## config.mk

```make
export PLATFORM = sky130hd
export DESIGN_NAME = lsdp_out
export DESIGN_NICKNAME = d
export VERILOG_FILES = /design/src/design/lsdp_pkg.sv /design/src/design/lsdp_out.sv
export SDC_FILE = /design/constraint.sdc
export NUM_CORES = 1
export LEC_CHECK = 0
export ABC_AREA = 0
export BUFFER_PORTS_ARGS = -buffer_cell sky130_fd_sc_hd__buf_2
export CELL_PAD_IN_SITES_DETAIL_PLACEMENT = 0
export CELL_PAD_IN_SITES_GLOBAL_PLACEMENT = 1
export CORE_MARGIN = 3
export CORE_UTILIZATION = 30
export CTS_BUF_LIST = sky130_fd_sc_hd__clkbuf_8
export DETAILED_ROUTE_END_ITERATION = 12
export GPL_TIMING_DRIVEN = 1
export PLACE_DENSITY_LB_ADDON = 0.1
export SLEW_MARGIN = 25
export SYNTH_ARGS = -nofsm -noshare
export SYNTH_HDL_FRONTEND = slang
export SYNTH_SLANG_ARGS = --single-unit
```

## constraint.sdc

```tcl
create_clock -name clk -period 2.75 [get_ports clk]
set_clock_uncertainty 0.1 [all_clocks]
set_input_delay 0 -clock clk [delete_from_list [all_inputs] [get_ports clk]]
set_output_delay 0 -clock clk [all_outputs]
set_load 0.01 [all_outputs]
```

## src/design/lsdp_pkg.sv

```systemverilog
`timescale 1ns / 1ps
// ----------------------------------------------------------------------------
// lsdp_pkg
// Shared types and constants of the looping sample DAC player: item codes,
// register indexes, reset values and the status carried down the pipeline.
// ----------------------------------------------------------------------------
package lsdp_pkg;

	// Field widths
	localparam int OP_W     = 2;
	localparam int ADDR_W   = 16;
	localparam int BYTE_W   = 8;
	localparam int STEP_W   = 15;
	localparam int RATE_W   = 22;
	localparam int POS_W    = 17;
	localparam int PHASE_W  = 23;
	localparam int DAC_W    = 8;
	localparam int CIDX_W   = 3;
	localparam int CDATA_W  = 22;

	// Default sample store depth (power of two)
	localparam int SAMPLE_DEPTH_DEF = 65536;

	// Reset and arithmetic constants
	localparam logic [RATE_W-1:0]  OUT_RATE_RST = 22'd1789773;
	localparam logic [PHASE_W-1:0] PHASE_MAX    = 23'h7FFFFF;
	localparam logic [BYTE_W-1:0]  SIGN_FLIP    = 8'h80;
	localparam logic [DAC_W-1:0]   RAMP_STEP    = 8'd8;

	// Item codes
	typedef enum logic [OP_W-1:0] {
		OP_LOAD  = 2'd0,
		OP_START = 2'd1,
		OP_STOP  = 2'd2,
		OP_TICK  = 2'd3
	} op_t;

	// Register indexes
	typedef enum logic [CIDX_W-1:0] {
		REG_OUT_RATE  = 3'd0,
		REG_SAMPLE_LEN = 3'd1,
		REG_LOOP_EN   = 3'd2,
		REG_LOOP_START = 3'd3,
		REG_LOOP_END  = 3'd4,
		REG_MUTE      = 3'd5,
		REG_DPCM      = 3'd6
	} reg_idx_t;

	// Status of one item, handed from the control stage to the output stage
	typedef struct packed {
		logic wr;       // item writes the DAC
		logic playing;  // active flag after the item
	} item_res_t;

endpackage

```

## src/design/lsdp_out.sv

```systemverilog
`timescale 1ns / 1ps
// ----------------------------------------------------------------------------
// lsdp_out
// Output side: one stage that meets the sample read data, the anti-click
// ramp, and the result register towards the consumer.
// ----------------------------------------------------------------------------
module lsdp_out (
	input  logic                        clk,
	input  logic                        arst_n,
	input  logic                        acc,
	input  lsdp_pkg::item_res_t         res,
	input  logic [lsdp_pkg::BYTE_W-1:0] rdata,
	output logic                        in_ready,
	output logic                        out_valid,
	input  logic                        out_ready,
	output logic                        dac_write,
	output logic [lsdp_pkg::DAC_W-1:0]  dac_value,
	output logic                        playing
);

	logic                       valid_s1;
	lsdp_pkg::item_res_t        res_s1;
	logic                       out_valid_q;
	logic                       dac_write_q;
	logic [lsdp_pkg::DAC_W-1:0] dac_value_q;
	logic                       playing_q;
	logic                       ramp_on_q;
	logic [lsdp_pkg::DAC_W-1:0] ramp_level_q;

	logic                       adv;
	logic [lsdp_pkg::DAC_W-1:0] sample_val;
	logic                       ramp_up;
	logic [lsdp_pkg::DAC_W-1:0] ramp_next;

	assign adv      = !out_valid_q || out_ready;
	assign in_ready = !valid_s1 || adv;

	// Offset binary, shifted right one
	assign sample_val = {1'b0, 7'((rdata ^ lsdp_pkg::SIGN_FLIP) >> 1)};
	assign ramp_up    = ramp_on_q && (ramp_level_q < sample_val);
	assign ramp_next  = ramp_level_q + lsdp_pkg::RAMP_STEP;

	// Hold item status until the read data meets it
	always_ff @(posedge clk or negedge arst_n) begin
		if (!arst_n) begin
			valid_s1 <= 1'b0;
			res_s1   <= '0;
		end else if (acc) begin
			valid_s1 <= 1'b1;
			res_s1   <= res;
		end else if (adv) begin
			valid_s1 <= 1'b0;
		end
	end

	// Result register and ramp
	always_ff @(posedge clk or negedge arst_n) begin
		if (!arst_n) begin
			out_valid_q  <= 1'b0;
			ramp_on_q    <= 1'b1;
			ramp_level_q <= '0;
		end else if (adv) begin
			out_valid_q <= valid_s1;
			if (valid_s1 && res_s1.wr) begin
				if (ramp_up) begin
					ramp_level_q <= ramp_next;
				end else begin
					ramp_on_q <= 1'b0;
				end
			end
		end
	end

	// Payload of the result
	always_ff @(posedge clk) begin
		if (adv && valid_s1) begin
			dac_write_q <= res_s1.wr;
			playing_q   <= res_s1.playing;
			if (!res_s1.wr) begin
				dac_value_q <= '0;
			end else if (ramp_up) begin
				dac_value_q <= ramp_next;
			end else begin
				dac_value_q <= sample_val;
			end
		end
	end

	assign out_valid = out_valid_q;
	assign dac_write = dac_write_q;
	assign dac_value = dac_value_q;
	assign playing   = playing_q;

endmodule

```

==> results.toml <==
[cells_and_area]
final_util_pct = 45.9
final_layout_size_suffix_gt1_share_pct = 32.5
regArea_um2 = 552
nNetsFinal = 134
final_cells = 156
diodes = 0
area_growth_pct = 38.2
multi_input_area_um2 = 392
fillers = 291
final_area_mm2 = 0.00133

[global_route]
grt_pass1_vias = 660
grt_usage_pct = 10.1
grt_pass1_wl_um = 3070
antenna_found_initial = 0
grt_max_degree = 12
grt.overflow.total = 0

[logic_synthesis]
synth_top_family_by_area = "simple AND/OR/NAND/NOR gates"
netlist_instances = 72
synth-seq-area-share_pct = 57.3
syn_area_um2 = 962
synth_top_area_share_pct = 31.2
async_reset_ff_share_pct = 50.0
yosys_warnings = 0
synth-xor-area-share_pct = 5.46
synth_simple_gate_area_share_pct = 13.7
yosys-top-cells-area = "edfxtp_1 (31%), dfrtp_1 (23%), ha_1 (6.5%), xor2_1 (4.6%), dfstp_2 (2.7%)"
synth_top_flop_cell = "edfxtp_1"
synth_edf_count = 10
avgSynthCellArea_um2 = 13.4
synthTopCellsByCount = "edfxtp_1 (10), dfrtp_1 (9), ha_1 (5), inv_1 (5), xor2_1 (5)"
synth_compound_area_share_pct = 11.2
ys_types = 31
muxShareOfSynthArea_pct = 3.90
syn-num-nets = 91
synthAdderAreaFrac_pct = 6.50
synth_most_common_cell = "edfxtp_1"
yosys.area.top_type = "edfxtp_1"
ys_ff_latch = 20

[critical_path]
critPathMaxFanout = 6
cp-start-kind = "flop"
endpoint_kind = "flop"
required_ns = 2.67
crit_type = "flop to flop"
arrival_ns = 2.22

[power]
p_switching_mw = 0.142
seq_power_share_pct = 52.7
p_int_mw = 0.509
peakVddDrop_mv = 0.155
power.density_mw_per_mm2 = 489
swShare_pct = 21.8
leakage_nw = 0.608
comb_power_share_pct = 12.9
pwr-share-clk_pct = 34.4
power.total_mw = 0.650

[clock_tree]
clk_latency_ns = 0.26
cts_buffers = 3
clkTransAtPathRegs_ns = 0.07
clockRootBuffer = "clkbuf_8"
h-tree-depth = 1
cts_resized = 0
clk_path_buf_depth = 2
cts_tree = "built"
cts.sinks = 20

[detailed_routing]
drc_errors = 0
via_count = 668
wire_per_inst_um = 12.0
drt_iter0_markers = 7
wl_um = 1870
routed_via_density = 4.28
drt_first_pass_iters = 4
ant_nets = 0

[placed_design]
gp_congestion = 0.767
pre_cts_ws_ns = 0.445
numPortBuffers = 24
hpwl_um = 1350
place_inst = 138
placed_area_mm2 = 0.00113

[timing]
timing.final.ws_setup_ns = 0.449
fin_hold_ws_ns = 0.0211
tightest_slew_ns = 0.457
period_minus_slack_ns = 2.30
maxSlewViolCount = 0
setup_viol = 0
slew_headroom_pct = 69.5
finalCritPeriodShare_pct = 83.7
rsz0062_at_grt = "false"
final_hold_viol_count = 0
fmax_ghz = 0.435
finalSetupTns_ns = 0

[floorplanning]
fp-row-count = 19
coreArea_mm2 = 0.00290
ios = 26
dieArea_mm2 = 0.00392
die_y_um = 62.6
fp.dieW_um = 62.6
start_util_pct = 33.2

[status]
status = "finished clean"

[worst_hold_path]
min_path_type = "input port to asynchronous set/reset pin"

[run]
maxCapViolCount = 0
-- power by group through the flow --
stage | logic [mW] | clock network (mW) | registers, mW
floorplan | 0.0268 | 0 | 0.357
global placement | 0.0660 | 0 | 0.349
detailed placement | 0.0666 | 0 | 0.349
CTS | 0.0846 | 0.229 | 0.343
global route | 0.0934 | 0.243 | 0.345
finish | 0.0837 | 0.224 | 0.343
-- final cells by class --
type                       instances  area share (%)
clock buffer                       4            4.14
inverter                           5            1.41
multi-input combinational         47            29.4
sequential                        20            41.5
tap                               42            3.95
timing repair buffer              38            19.6
-- placed cells by master (no fill, tap or decap), drive strengths merged, types with 2 or more instances in the layout --
| cell | netlist | layout |
|---|---|---|
| buf | 0 | 24 |
| dlygate4sd3 | 0 | 14 |
| edfxtp | 10 | 10 |
| dfrtp | 9 | 9 |
| inv | 5 | 5 |
| xor2 | 5 | 5 |
| ha | 5 | 5 |
| nand2b | 4 | 4 |
| and2 | 4 | 4 |
| clkbuf | 0 | 4 |
| nor2 | 4 | 4 |
| a22o | 3 | 3 |
| mux2 | 3 | 3 |
| nand3 | 2 | 2 |
-- layer usage --
layer  share of wire, %  track usage (%)
met5                  0                0
met4                2.4             6.61
met3                2.9             1.62
met2                 46             15.0
met1                 48             13.5
-- sequential cells by signal (all words and copies together), names as in the netlist --
| signal | cells |
|---|---|
| dac_value | 8 |
| out_valid | 1 |
| playing | 1 |
| dac_write | 1 |
| valid_s1 | 1 |
| ramp_on_q | 1 |
| res_s1 | 2 |
| ramp_level_q | 5 |
-- logic make-up after synthesis --
group	after synthesis
and+or+nand+nor	21
DFF	20
AOI/OAI and AO/OA	12
xor gates and xnor gates	6
buffers and inverters	5
adders and majority gates	5
muxes	3
-- repair_timing --
action / 4_1_cts / 5_1_grt
hold endpoints to repair: 20 / 0
setup buffers: 0 / 0
endpoints found under the setup margin: 0 / 0
hold buffers: 14 / 0
-- critical path, cell delays in order (launching register included) --
cell and delay, ns:
dfrtp_1 0.44, ha_1 0.29, or4b_4 0.47, a211oi_4 0.38, nor2_1 0.13, a22o_1 0.25
-- worst paths after layout --
| check | from | end | slack, ns | depth (start not counted) |
|---|---|---|---|---|
| setup / recovery | ramp_level_q[3] | dac_value[4] | 0.45 | 5 |
| hold / removal | arst_n | res_s1[1] | 0.02 | 2 |
| setup reg to reg | ramp_level_q[3] | dac_value[4] | 0.45 | 5 |
| hold reg to reg | res_s1[0] | playing | 0.35 | 0 |
| max in group asynchronous | arst_n | ramp_on_q | 2.27 | 2 |
| min in group clk | rdata[7] | dac_value[6] | 0.02 | 3 |
Note: power is estimated with default switching activity, not from simulation.
