### src/design/lsdp_pkg.sv
`timescale 1ns / 1ps
// ----------------------------------------------------------------------------
// lsdp_pkg
// Shared types and constants of the looping sample DAC player: item codes,
// register indexes, reset values and the status carried down the pipeline.
// ----------------------------------------------------------------------------
package lsdp_pkg;

	// Field widths
	localparam int OP_W     = 2;
	localparam int ADDR_W   = 16;
	localparam int BYTE_W   = 8;
	localparam int STEP_W   = 15;
	localparam int RATE_W   = 22;
	localparam int POS_W    = 17;
	localparam int PHASE_W  = 23;
	localparam int DAC_W    = 8;
	localparam int CIDX_W   = 3;
	localparam int CDATA_W  = 22;

	// Default sample store depth (power of two)
	localparam int SAMPLE_DEPTH_DEF = 65536;

	// Reset and arithmetic constants
	localparam logic [RATE_W-1:0]  OUT_RATE_RST = 22'd1789773;
	localparam logic [PHASE_W-1:0] PHASE_MAX    = 23'h7FFFFF;
	localparam logic [BYTE_W-1:0]  SIGN_FLIP    = 8'h80;
	localparam logic [DAC_W-1:0]   RAMP_STEP    = 8'd8;

	// Item codes
	typedef enum logic [OP_W-1:0] {
		OP_LOAD  = 2'd0,
		OP_START = 2'd1,
		OP_STOP  = 2'd2,
		OP_TICK  = 2'd3
	} op_t;

	// Register indexes
	typedef enum logic [CIDX_W-1:0] {
		REG_OUT_RATE  = 3'd0,
		REG_SAMPLE_LEN = 3'd1,
		REG_LOOP_EN   = 3'd2,
		REG_LOOP_START = 3'd3,
		REG_LOOP_END  = 3'd4,
		REG_MUTE      = 3'd5,
		REG_DPCM      = 3'd6
	} reg_idx_t;

	// Status of one item, handed from the control stage to the output stage
	typedef struct packed {
		logic wr;       // item writes the DAC
		logic playing;  // active flag after the item
	} item_res_t;

endpackage

### src/design/lsdp_ctrl.sv
`timescale 1ns / 1ps
// ----------------------------------------------------------------------------
// lsdp_ctrl
// Configuration registers and playback control: phase accumulator, play
// position, active flag and latched step. Playback state is updated once per accepted item.
// ----------------------------------------------------------------------------
module lsdp_ctrl (
	input  logic                         clk,
	input  logic                         arst_n,
	input  logic                         cfg_we,
	input  logic [lsdp_pkg::CIDX_W-1:0]  cfg_index,
	input  logic [lsdp_pkg::CDATA_W-1:0] cfg_data,
	input  logic                         acc,
	input  logic [lsdp_pkg::OP_W-1:0]    op,
	input  logic [lsdp_pkg::STEP_W-1:0]  step_rate,
	output logic [lsdp_pkg::POS_W-1:0]   pos,
	output lsdp_pkg::item_res_t          res
);

	// Configuration
	logic [lsdp_pkg::RATE_W-1:0] out_rate_q;
	logic [lsdp_pkg::POS_W-1:0]  sample_len_q;
	logic                        loop_en_q;
	logic [lsdp_pkg::ADDR_W-1:0] loop_start_q;
	logic [lsdp_pkg::POS_W-1:0]  loop_end_q;
	logic                        mute_q;
	logic                        dpcm_q;

	// Playback state
	logic [lsdp_pkg::PHASE_W-1:0] phase_q;
	logic [lsdp_pkg::POS_W-1:0]   pos_q;
	logic                         active_q;
	logic [lsdp_pkg::STEP_W-1:0]  step_q;

	// Next-state terms
	logic [lsdp_pkg::PHASE_W:0]   sum;
	logic [lsdp_pkg::PHASE_W-1:0] phase_sat;
	logic                         fire;
	logic [lsdp_pkg::POS_W:0]     pos_inc;
	logic [lsdp_pkg::PHASE_W-1:0] phase_d;
	logic [lsdp_pkg::POS_W-1:0]   pos_d;
	logic                         active_d;
	logic                         wr_d;

	// Register writes
	always_ff @(posedge clk or negedge arst_n) begin
		if (!arst_n) begin
			out_rate_q   <= lsdp_pkg::OUT_RATE_RST;
			sample_len_q <= '0;
			loop_en_q    <= 1'b0;
			loop_start_q <= '0;
			loop_end_q   <= '0;
			mute_q       <= 1'b0;
			dpcm_q       <= 1'b0;
		end else if (cfg_we) begin
			case (lsdp_pkg::reg_idx_t'(cfg_index))
				lsdp_pkg::REG_OUT_RATE:   out_rate_q   <= cfg_data[lsdp_pkg::RATE_W-1:0];
				lsdp_pkg::REG_SAMPLE_LEN: sample_len_q <= cfg_data[lsdp_pkg::POS_W-1:0];
				lsdp_pkg::REG_LOOP_EN:    loop_en_q    <= cfg_data[0];
				lsdp_pkg::REG_LOOP_START: loop_start_q <= cfg_data[lsdp_pkg::ADDR_W-1:0];
				lsdp_pkg::REG_LOOP_END:   loop_end_q   <= cfg_data[lsdp_pkg::POS_W-1:0];
				lsdp_pkg::REG_MUTE:       mute_q       <= cfg_data[0];
				lsdp_pkg::REG_DPCM:       dpcm_q       <= cfg_data[0];
				default: ;
			endcase
		end
	end

	// Saturating accumulate and threshold compare
	assign sum       = {1'b0, phase_q} + (lsdp_pkg::PHASE_W+1)'(step_q);
	assign phase_sat = sum[lsdp_pkg::PHASE_W] ? lsdp_pkg::PHASE_MAX
	                                          : sum[lsdp_pkg::PHASE_W-1:0];
	assign fire      = phase_sat >= lsdp_pkg::PHASE_W'(out_rate_q);
	assign pos_inc   = {1'b0, pos_q} + (lsdp_pkg::POS_W+1)'(1);

	// Work out the effect of one item
	always_comb begin
		phase_d  = phase_q;
		pos_d    = pos_q;
		active_d = active_q;
		wr_d     = 1'b0;
		case (lsdp_pkg::op_t'(op))
			lsdp_pkg::OP_START: begin
				phase_d  = '0;
				pos_d    = '0;
				active_d = 1'b1;
			end
			lsdp_pkg::OP_STOP: begin
				active_d = 1'b0;
			end
			lsdp_pkg::OP_TICK: begin
				if (!dpcm_q && active_q) begin
					phase_d = phase_sat;
					if (fire) begin
						if (sample_len_q == '0) begin
							active_d = 1'b0;
						end else begin
							wr_d    = !mute_q;
							phase_d = phase_sat - lsdp_pkg::PHASE_W'(out_rate_q);
							pos_d   = pos_inc[lsdp_pkg::POS_W-1:0];
							if (loop_en_q && pos_inc >= {1'b0, loop_end_q}) begin
								pos_d = lsdp_pkg::POS_W'(loop_start_q);
							end else if (pos_inc >= {1'b0, sample_len_q}) begin
								active_d = 1'b0;
							end
						end
					end
				end
			end
			default: ;
		endcase
	end

	// Advance state on each transfer
	always_ff @(posedge clk or negedge arst_n) begin
		if (!arst_n) begin
			phase_q  <= '0;
			pos_q    <= '0;
			active_q <= 1'b0;
			step_q   <= '0;
		end else if (acc) begin
			phase_q  <= phase_d;
			pos_q    <= pos_d;
			active_q <= active_d;
			if (lsdp_pkg::op_t'(op) == lsdp_pkg::OP_START) begin
				step_q <= step_rate;
			end
		end
	end

	assign pos         = pos_q;
	assign res.wr      = wr_d;
	assign res.playing = active_d;

endmodule

### config.mk
export PLATFORM = sky130hd
export DESIGN_NAME = lsdp_ctrl
export DESIGN_NICKNAME = d
export VERILOG_FILES = /design/src/design/lsdp_pkg.sv /design/src/design/lsdp_ctrl.sv
export SDC_FILE = /design/constraint.sdc
export NUM_CORES = 1
export LEC_CHECK = 0
export BUFFER_PORTS_ARGS = -buffer_cell sky130_fd_sc_hd__buf_2
export CORE_UTILIZATION = 35
export CTS_BUF_LIST = sky130_fd_sc_hd__clkbuf_16
export CTS_CLUSTER_DIAMETER = 40
export DETAILED_ROUTE_END_ITERATION = 8
export PLACE_DENSITY = 0.48
export SYNTH_ARGS = -nofsm -noshare
export SYNTH_HDL_FRONTEND = slang
export SYNTH_SLANG_ARGS = --single-unit
### constraint.sdc
create_clock -name clk -period 6.1 [get_ports clk]
set_input_delay 0.305 -clock clk [delete_from_list [all_inputs] [get_ports clk]]
set_output_delay 0.305 -clock clk [all_outputs]
set_load 0.05 [all_outputs]
==> summary.txt, run 1 <==
Detailed routing
  • DRC: 0
  • Final wirelength: 23000 µm
  • Via count: 6937
  • Wirelength per Cell: 17.0 µm
  • Routed vias/inst: 5.13
  • Post-DRT Antenna Nets: 0
  • 1st-pass router iterations: 4
  • Initial DRC Count: 395

Die
  • Initial core utilization: 35.6%
  • I/O pins: 65
  • Row Count: 57
  • DIE AREA: 0.0254 mm²
  • Die Width: 159 µm
  • Core box area: 0.0243 mm²
  • Die height: 159 µm

CTS
  • CTS clk-pin slew, worst paths: 60 ps
  • CTS tree: yes
  • Max clock buf depth: 2
  • Clock Latency Late Sink: 430 ps
  • CTS root buffer: clkbuf_16
  • TritonCTS Buffers: 17
  • Num Clock Sinks: 131
  • H-Tree Depth: 4

Worst setup path
  • Critical path data arrival time: 5270 ps
  • Critical path startpoint category: flip-flop
  • Reg2reg setup slack: 1020 ps
  • Reg2reg path depth: 18
  • Worst Setup End Kind: output port
  • R2r startpoint: phase_q[1]$_DFFE_PN0P_
  • Critical path data required time: 5790 ps
  • Worst-path fanout max: 11
  • FF-to-FF End: pos[10]$_DFFE_PN0P_
  • CP Class: flip-flop to output port

Layout
  • Fin cells: 1352
  • Post-layout util: 40.9%
  • Share of layout cells above drive strength 1: 17.3%
  • Area of the multi-input gates: 0.00498 mm²
  • NumNets Final: 1135
  • # diodes: 0
  • Number of fill cells: 2453
  • Fin area: 0.00994 mm²
  • Area grow syn2layout: 14.7%
  • Register area: 0.00329 mm²

Status
  • Status: complete, no violations

Flow run
  • Max-Cap Viols: 0

Power and ir drop
  • Pwr per Cell Area: 463 mW/mm²
  • Clk network pwr share: 21.5%
  • Pwr Total: 4.61 mW
  • Net Sw Power: 1.96 mW
  • Peak supply drop: 0.211 mV
  • Switching Share: 42.5%
  • Sequential power share: 25.7%
  • Pleak: 4.55 nW
  • Comb power frac: 52.8%
  • Internal: 2.65 mW

Synthesis
  • Mean Syn Cell Area: 9.09 µm²
  • Top FF cell, synth: dfrtp_1
  • Syn Nets: 1073
  • Yosys warns: 0
  • Mapped cell area: 0.00867 mm²
  • Register area share after synthesis: 38.0%
  • Number of synthesized register bits: 131
  • Post-Synthesis Cells: 953
  • Netlist cell types: 69
  • EDFF count, synth: 0
  • Asr flop ratio synth: 100%

Timing
  • # setup viols final: 0
  • Tightest Pin Transition: 1170 ps
  • Max_slew headroom: 21.2%
  • RSZ-0062 raised after global routing: false
  • Tmin final: 5570 ps
  • Fin Setup TNS: 0 ps
  • Worst Clk Skew: 11.2 ps
  • Fin Hold WS: 88.9 ps
  • Final hold violations: 0
  • Fin crit share: 91.3%
  • Final setup margin: 528 ps
  • Max Fclk: 179 MHz
  • Final slew viol count: 0

Min path
  • Worst Hold Class: input port to flip-flop
  • Worst hold endpoint: out_rate_q[20]$_DFFE_PN1P_
  • Worst Hold Depth: 3
  • Hold Crit Start: cfg_data[20]

Placed design
  • Post-DP HPWL: 17300 µm
  • Cell Area, Placed: 0.00936 mm²
  • Routability cong.: 0.836
  • Cell count after placement: 1319
  • Setup WS pre-CTS: 620 ps
  • IO buf count: 64

Global routing
  • GRT Overall Usage: 18.9%
  • Largest net degree at the start of global routing: 73
  • Vias in the first global route: 6729
  • Initial antenna violation count: 0
  • First-pass GRT wire length: 37300 µm
  • Grt ovf: 0
==> layout by cell type, fill, tap and decap left out, drive strengths merged, types with 23 or more instances in the layout <==
cell type / count
mux2i: 23
nand3: 38
nor2: 31
mux2: 39
inv: 76
ha: 72
xnor2: 28
buf: 78
dfrtp: 118
o21ai: 103
a21oi: 52
nand2: 135
==> power groups by stage <==
stage | Combinational [mW] | Sequential, mW | Clock [mW]
6_report | 2.43 | 1.18 | 0.992
5_1_grt | 2.76 | 1.21 | 1.05
4_1_cts | 2.43 | 1.19 | 1.02
3_5_place_dp | 2.42 | 1.20 | 0
3_3_place_gp | 2.42 | 1.20 | 0
2_1_floorplan | 1.87 | 1.16 | 0
==> cells in the mapped netlist, types with 4 or more instances <==
cell type	instances	area [µm²]
buf_2	6	30.0
mux2_2	39	439
nand2_1	135	507
a211oi_1	8	60.1
nor2_1	31	116
o311ai_0	4	35.0
o21a_1	6	45.0
mux2i_1	23	230
a211o_1	5	43.8
nor4_1	7	43.8
xnor2_1	28	245
a21o_1	18	135
o2bb2ai_1	5	43.8
inv_1	71	267
dfstp_2	13	342
nor3b_1	4	30.0
dfrtp_1	118	2950
nand4_1	8	50.1
ha_1	72	901
o21ai_1	10	50.1
nand3_1	38	190
nor3_1	14	70.1
clkbuf_1	24	90.1
o31ai_1	10	75.1
o21ai_0	91	455
o21bai_1	4	30.0
nand2b_1	7	43.8
a21oi_1	50	250
o211ai_1	6	45.0
xor2_1	18	158
and3_1	11	68.8
nor2b_1	7	43.8
==> area by class of cell <==
cell class                      count  share of cell area (%)
Sequential cell                   131                    33.1
Multi-Input combinational cell    715                    50.1
Clock buffer                       17                    4.28
Tap cell                          324                    4.08
Timing Repair Buffer               79                    4.44
Inverter                           71                    2.68
Clock inverter                     15                    1.32
==> worst max-delay path, stage by stage (launching register included) <==
cell and delay [ps]:
dfrtp_1 400, ha_1 310, a211o_1 310, a21oi_2 190
o21ai_2 130, a2111oi_4 350, o21ai_1 290, nand2_2 290
buf_4 210, nand2_1 80, ha_1 380, a21oi_1 90
o21ai_0 260, a21oi_1 130, o22ai_2 270, a211oi_2 180
a21o_1 250, nor3_1 370, buf_2 350
==> metal layers <==
layer  up-vias  track usage, %  routed length (µm)
li1       3530               -                   -
met1      3290            27.4               11600
met2       100            28.7               10300
met3        17            2.92                 735
met4         0            5.64                 296
met5         -               0                   0
==> flip-flops by register name, indices dropped and copies added, names as in the netlist <==
name,cells
dpcm_q,1
out_rate_q,22
phase_q,23
loop_end_q,17
pos,17
loop_en_q,1
loop_start_q,16
mute_q,1
step_q,15
sample_len_q,17
active_q,1
==> worst max path at each step <==
stage          slack (ps)  cells after the start              startpoint  endpoint
5_1_grt                90                     18  phase_q[1]$_DFFE_PN0P_    res[1]
2_1_floorplan        1210                     19  phase_q[1]$_DFFE_PN0P_    res[1]
4_1_cts               130                     18  phase_q[1]$_DFFE_PN0P_    res[0]
3_3_place_gp          760                     18  phase_q[1]$_DFFE_PN0P_    res[0]
6_report              530                     18  phase_q[1]$_DFFE_PN0P_    res[1]
3_5_place_dp          620                     18  phase_q[1]$_DFFE_PN0P_    res[0]
==> cell families (layout without fill, tap and decap cells) <==
logic type / count (synthesis) / in the layout / synth area share, %
AOI/OAI and AO/OA: 252 / 252 / 18.6
muxes: 62 / 62 / 7.72
adders and majority gates: 75 / 75 / 11.0
DFF: 131 / 131 / 38.0
buffers and inverters: 107 / 182 / 5.04
and+or+nand+nor: 280 / 280 / 15.0
xor gates and xnor gates: 46 / 46 / 4.65
==> repair_timing <==
item | 4_1_cts | 5_1_grt
hold buffers | 1 | 0
setup buffers | 0 | 0
resized for setup | 0 | 3
hold endpoints to repair | 66 | 0
setup endpoints to repair | 0 | 2
No activity file was read; power rests on OpenSTA's default activity.
==> run 2: changes to the inputs <==
Settings changed: CORE_UTILIZATION 35 to 55, PLACE_DENSITY 0.48 to 0.71.
==> summary.txt, run 2 (same netlist as run 1, synthesis figures left out) <==
Timing
  • Worst Clk Skew: 12.7 ps (+1.51 ps)
  • Max Fclk: 179 MHz (about the same)
  • Tightest Pin Transition: 1120 ps (-47.1 ps)
  • # setup viols final: 0 (unchanged)
  • Fin crit share: 91.4% (about the same)
  • RSZ-0062 raised after global routing: false
  • Final setup margin: 523 ps (-4.90 ps)
  • Max_slew headroom: 24.7% (+3.5 points)
  • Fin Hold WS: 90.5 ps (+1.59 ps)
  • Final slew viol count: 0 (unchanged)
  • Final hold violations: 0 (unchanged)
  • Tmin final: 5580 ps (+4.90 ps)
  • Fin Setup TNS: 0 ps (unchanged)

Detailed routing
  • 1st-pass router iterations: 6 (+2)
  • Via count: 7169 (+3.3%)
  • Post-DRT Antenna Nets: 0 (unchanged)
  • Initial DRC Count: 548 (+39%)
  • DRC: 0 (unchanged)
  • Final wirelength: 20900 µm (-9.1%)
  • Routed vias/inst: 5.80 (+13%)
  • Wirelength per Cell: 16.9 µm (-0.65%)

Global routing
  • Vias in the first global route: 6773 (+0.65%)
  • Largest net degree at the start of global routing: 79 (+8.2%)
  • Grt ovf: 0 (unchanged)
  • Initial antenna violation count: 0 (unchanged)
  • First-pass GRT wire length: 34300 µm (-8.1%)
  • GRT Overall Usage: 27.4% (+8.5 points)

Status
  • Status: complete, no violations

Layout
  • Commonest non-fill, non-tap cell in the layout: nand2_1
  • Reg with most FFs: phase_q
  • Commonest non-fill, non-tap cells in the layout: 135 x nand2_1, 118 x dfrtp_1, 91 x o21ai_0
  • NumNets Final: 1133 (-0.18%)
  • # diodes: 0 (unchanged)
  • Max FFs per register: 23 (unchanged)
  • Largest regs: phase_q: 23 flops, out_rate_q: 22 flops
  • Area grow syn2layout: 12.7%
  • Share of layout cells above drive strength 1: 16.7% (-0.65 points)

Die
  • Initial core utilization: 56.6% (+21 points)
  • I/O pins: 65 (unchanged)
  • Core box area: 0.0153 mm² (-37%)
  • Die height: 128 µm (-20%)
  • Row Count: 45 (-21%)
  • DIE AREA: 0.0163 mm² (-36%)
  • Die Width: 128 µm (-20%)

Worst setup path
  • Worst path bufs/invs: 1 (-1)
  • Most frequent CP cell: o21ai_0
  • CP delay by family, top: compound AO/OA/AOI/OAI gates
  • CP max stage delay: 460 ps (+60 ps)
  • Critical path startpoint category: flip-flop
  • Worst Setup End Kind: output port
  • Worst-path fanout max: 8 (-3)
  • CP Cell Sequence: ha_1, a211o_1, a21oi_2, o21ai_2, a2111oi_4, o21ai_1, nand2_1, o21ai_0, ha_1, o21ai_0, o21ai_0, a21oi_1, o22ai_1, a211oi_2, nand2_1, o2111ai_1, and2_1, buf_2
  • Critical path data required time: 5790 ps (about the same)
  • CP Class: flip-flop to output port
  • Critical path data arrival time: 5270 ps (about the same)
  • Slowest-stage cell, CP: a211oi_2

Power and ir drop
  • Peak supply drop: 0.245 mV (+16%)
  • Pwr Total: 4.53 mW (-1.7%)
  • Pleak: 4.54 nW (-0.21%)
  • Pwr per Cell Area: 464 mW/mm² (+0.12%)

CTS
  • CTS clk-pin slew, worst paths: 60 ps (about the same)
  • H-Tree Depth: 4 (unchanged)
  • CTS root buffer: clkbuf_16
  • TritonCTS Buffers: 17 (unchanged)
  • CTS tree: yes
  • Max clock buf depth: 2 (unchanged)
  • Clock Latency Late Sink: 430 ps (about the same)
  • Num Clock Sinks: 131 (unchanged)

Placed design
  • Post-DP HPWL: 15500 µm (-10%)
  • Routability cong.: 0.922 (+10%)
  • Setup WS pre-CTS: 879 ps (+259 ps)
  • IO buf count: 64 (unchanged)

Flow run
  • Max-Cap Viols: 0 (unchanged)

Min path
  • Worst Hold Class: input port to flip-flop
## run 2: cell count changes in the layout (fill, tap and decap cells not counted), moves of 2 or more
| cell | before | now |
|---|---|---|
| clkinvlp_4 | 3 | 1 |
| inv_6 | 4 | 2 |
| clkinv_4 | 1 | 3 |
| buf_4 | 14 | 12 |
| clkinv_1 | 1 | 3 |
## run 2: worst register-to-register path, stage by stage, from the launching register on
cell and delay, ps:
dfrtp_1 390, ha_1 320, a211o_1 310, a21oi_2 190, o21ai_2 130, a2111oi_4 340
o21ai_1 320, nand2_1 260, buf_4 230, nand2_1 110, ha_1 410, nand2_1 70
o21ai_0 260, a21oi_1 110, o22ai_1 320, a211oi_2 190, and2_1 190, a21oi_1 600
o31ai_1 180, o2bb2ai_1 160
## run 2: power by group
group	switching (mW)	internal, mW	total (mW)
clock network	0.400	0.554	0.954
registers	0.121	1.06	1.18
logic	1.39	0.999	2.39
total	1.91	2.62	4.53
## run 2: timing repair
| item | 4_1_cts | 5_1_grt |
|---|---|---|
| setup buffers | 0 | 0 |
| setup endpoints to repair | 0 | 1 |
| hold buffers | 1 | 0 |
| resized for setup | 0 | 1 |
| endpoints found under the hold margin | 67 | 0 |
## run 2: area by class of cell
type	instances	area, µm²
timing repair buffer	77	427
clock buffer	17	425
multi-input combinational	715	4970
fill	1314	5550
sequential	131	3290
inverter	71	267
clock inverter	15	116
tap	211	264
## run 2: through the flow
step	area, µm²	std cells	util [%]
finish	9760	1237	63.8
global route	9760	1237	63.8
CTS	9760	1237	63.7
detailed placement	9210	1204	60.1
global placement	9210	1204	60.1
floorplan	8670	953	-
## run 2: path summary, 6_finish.rpt
| check | endpoint | slack, ps | start | cells after the start |
|---|---|---|---|---|
| setup / recovery | res[0] | 520 | phase_q[1]$_DFFE_PN0P_ | 18 |
| hold / removal | out_rate_q[18]$_DFFE_PN0P_ | 90 | cfg_data[18] | 3 |
| setup reg to reg | pos[2]$_DFFE_PN0P_ | 900 | phase_q[1]$_DFFE_PN0P_ | 19 |
| hold reg to reg | phase_q[10]$_DFFE_PN0P_ | 500 | phase_q[10]$_DFFE_PN0P_ | 2 |
| max in group asynchronous | pos[0]$_DFFE_PN0P_ | 4470 | arst_n | 3 |
| min in group asynchronous | loop_start_q[13]$_DFFE_PN0P_ | 460 | arst_n | 2 |
## run 2: per-layer routing
metal  track usage (%)  vias to the layer above  part of all wire (%)
li1                  -                     3536                     -
met1              38.5                     3416                    48
met2              42.0                      185                    45
met3              4.94                       32                   5.0
met4              10.5                        0                   1.9
met5                 0                        -                     0
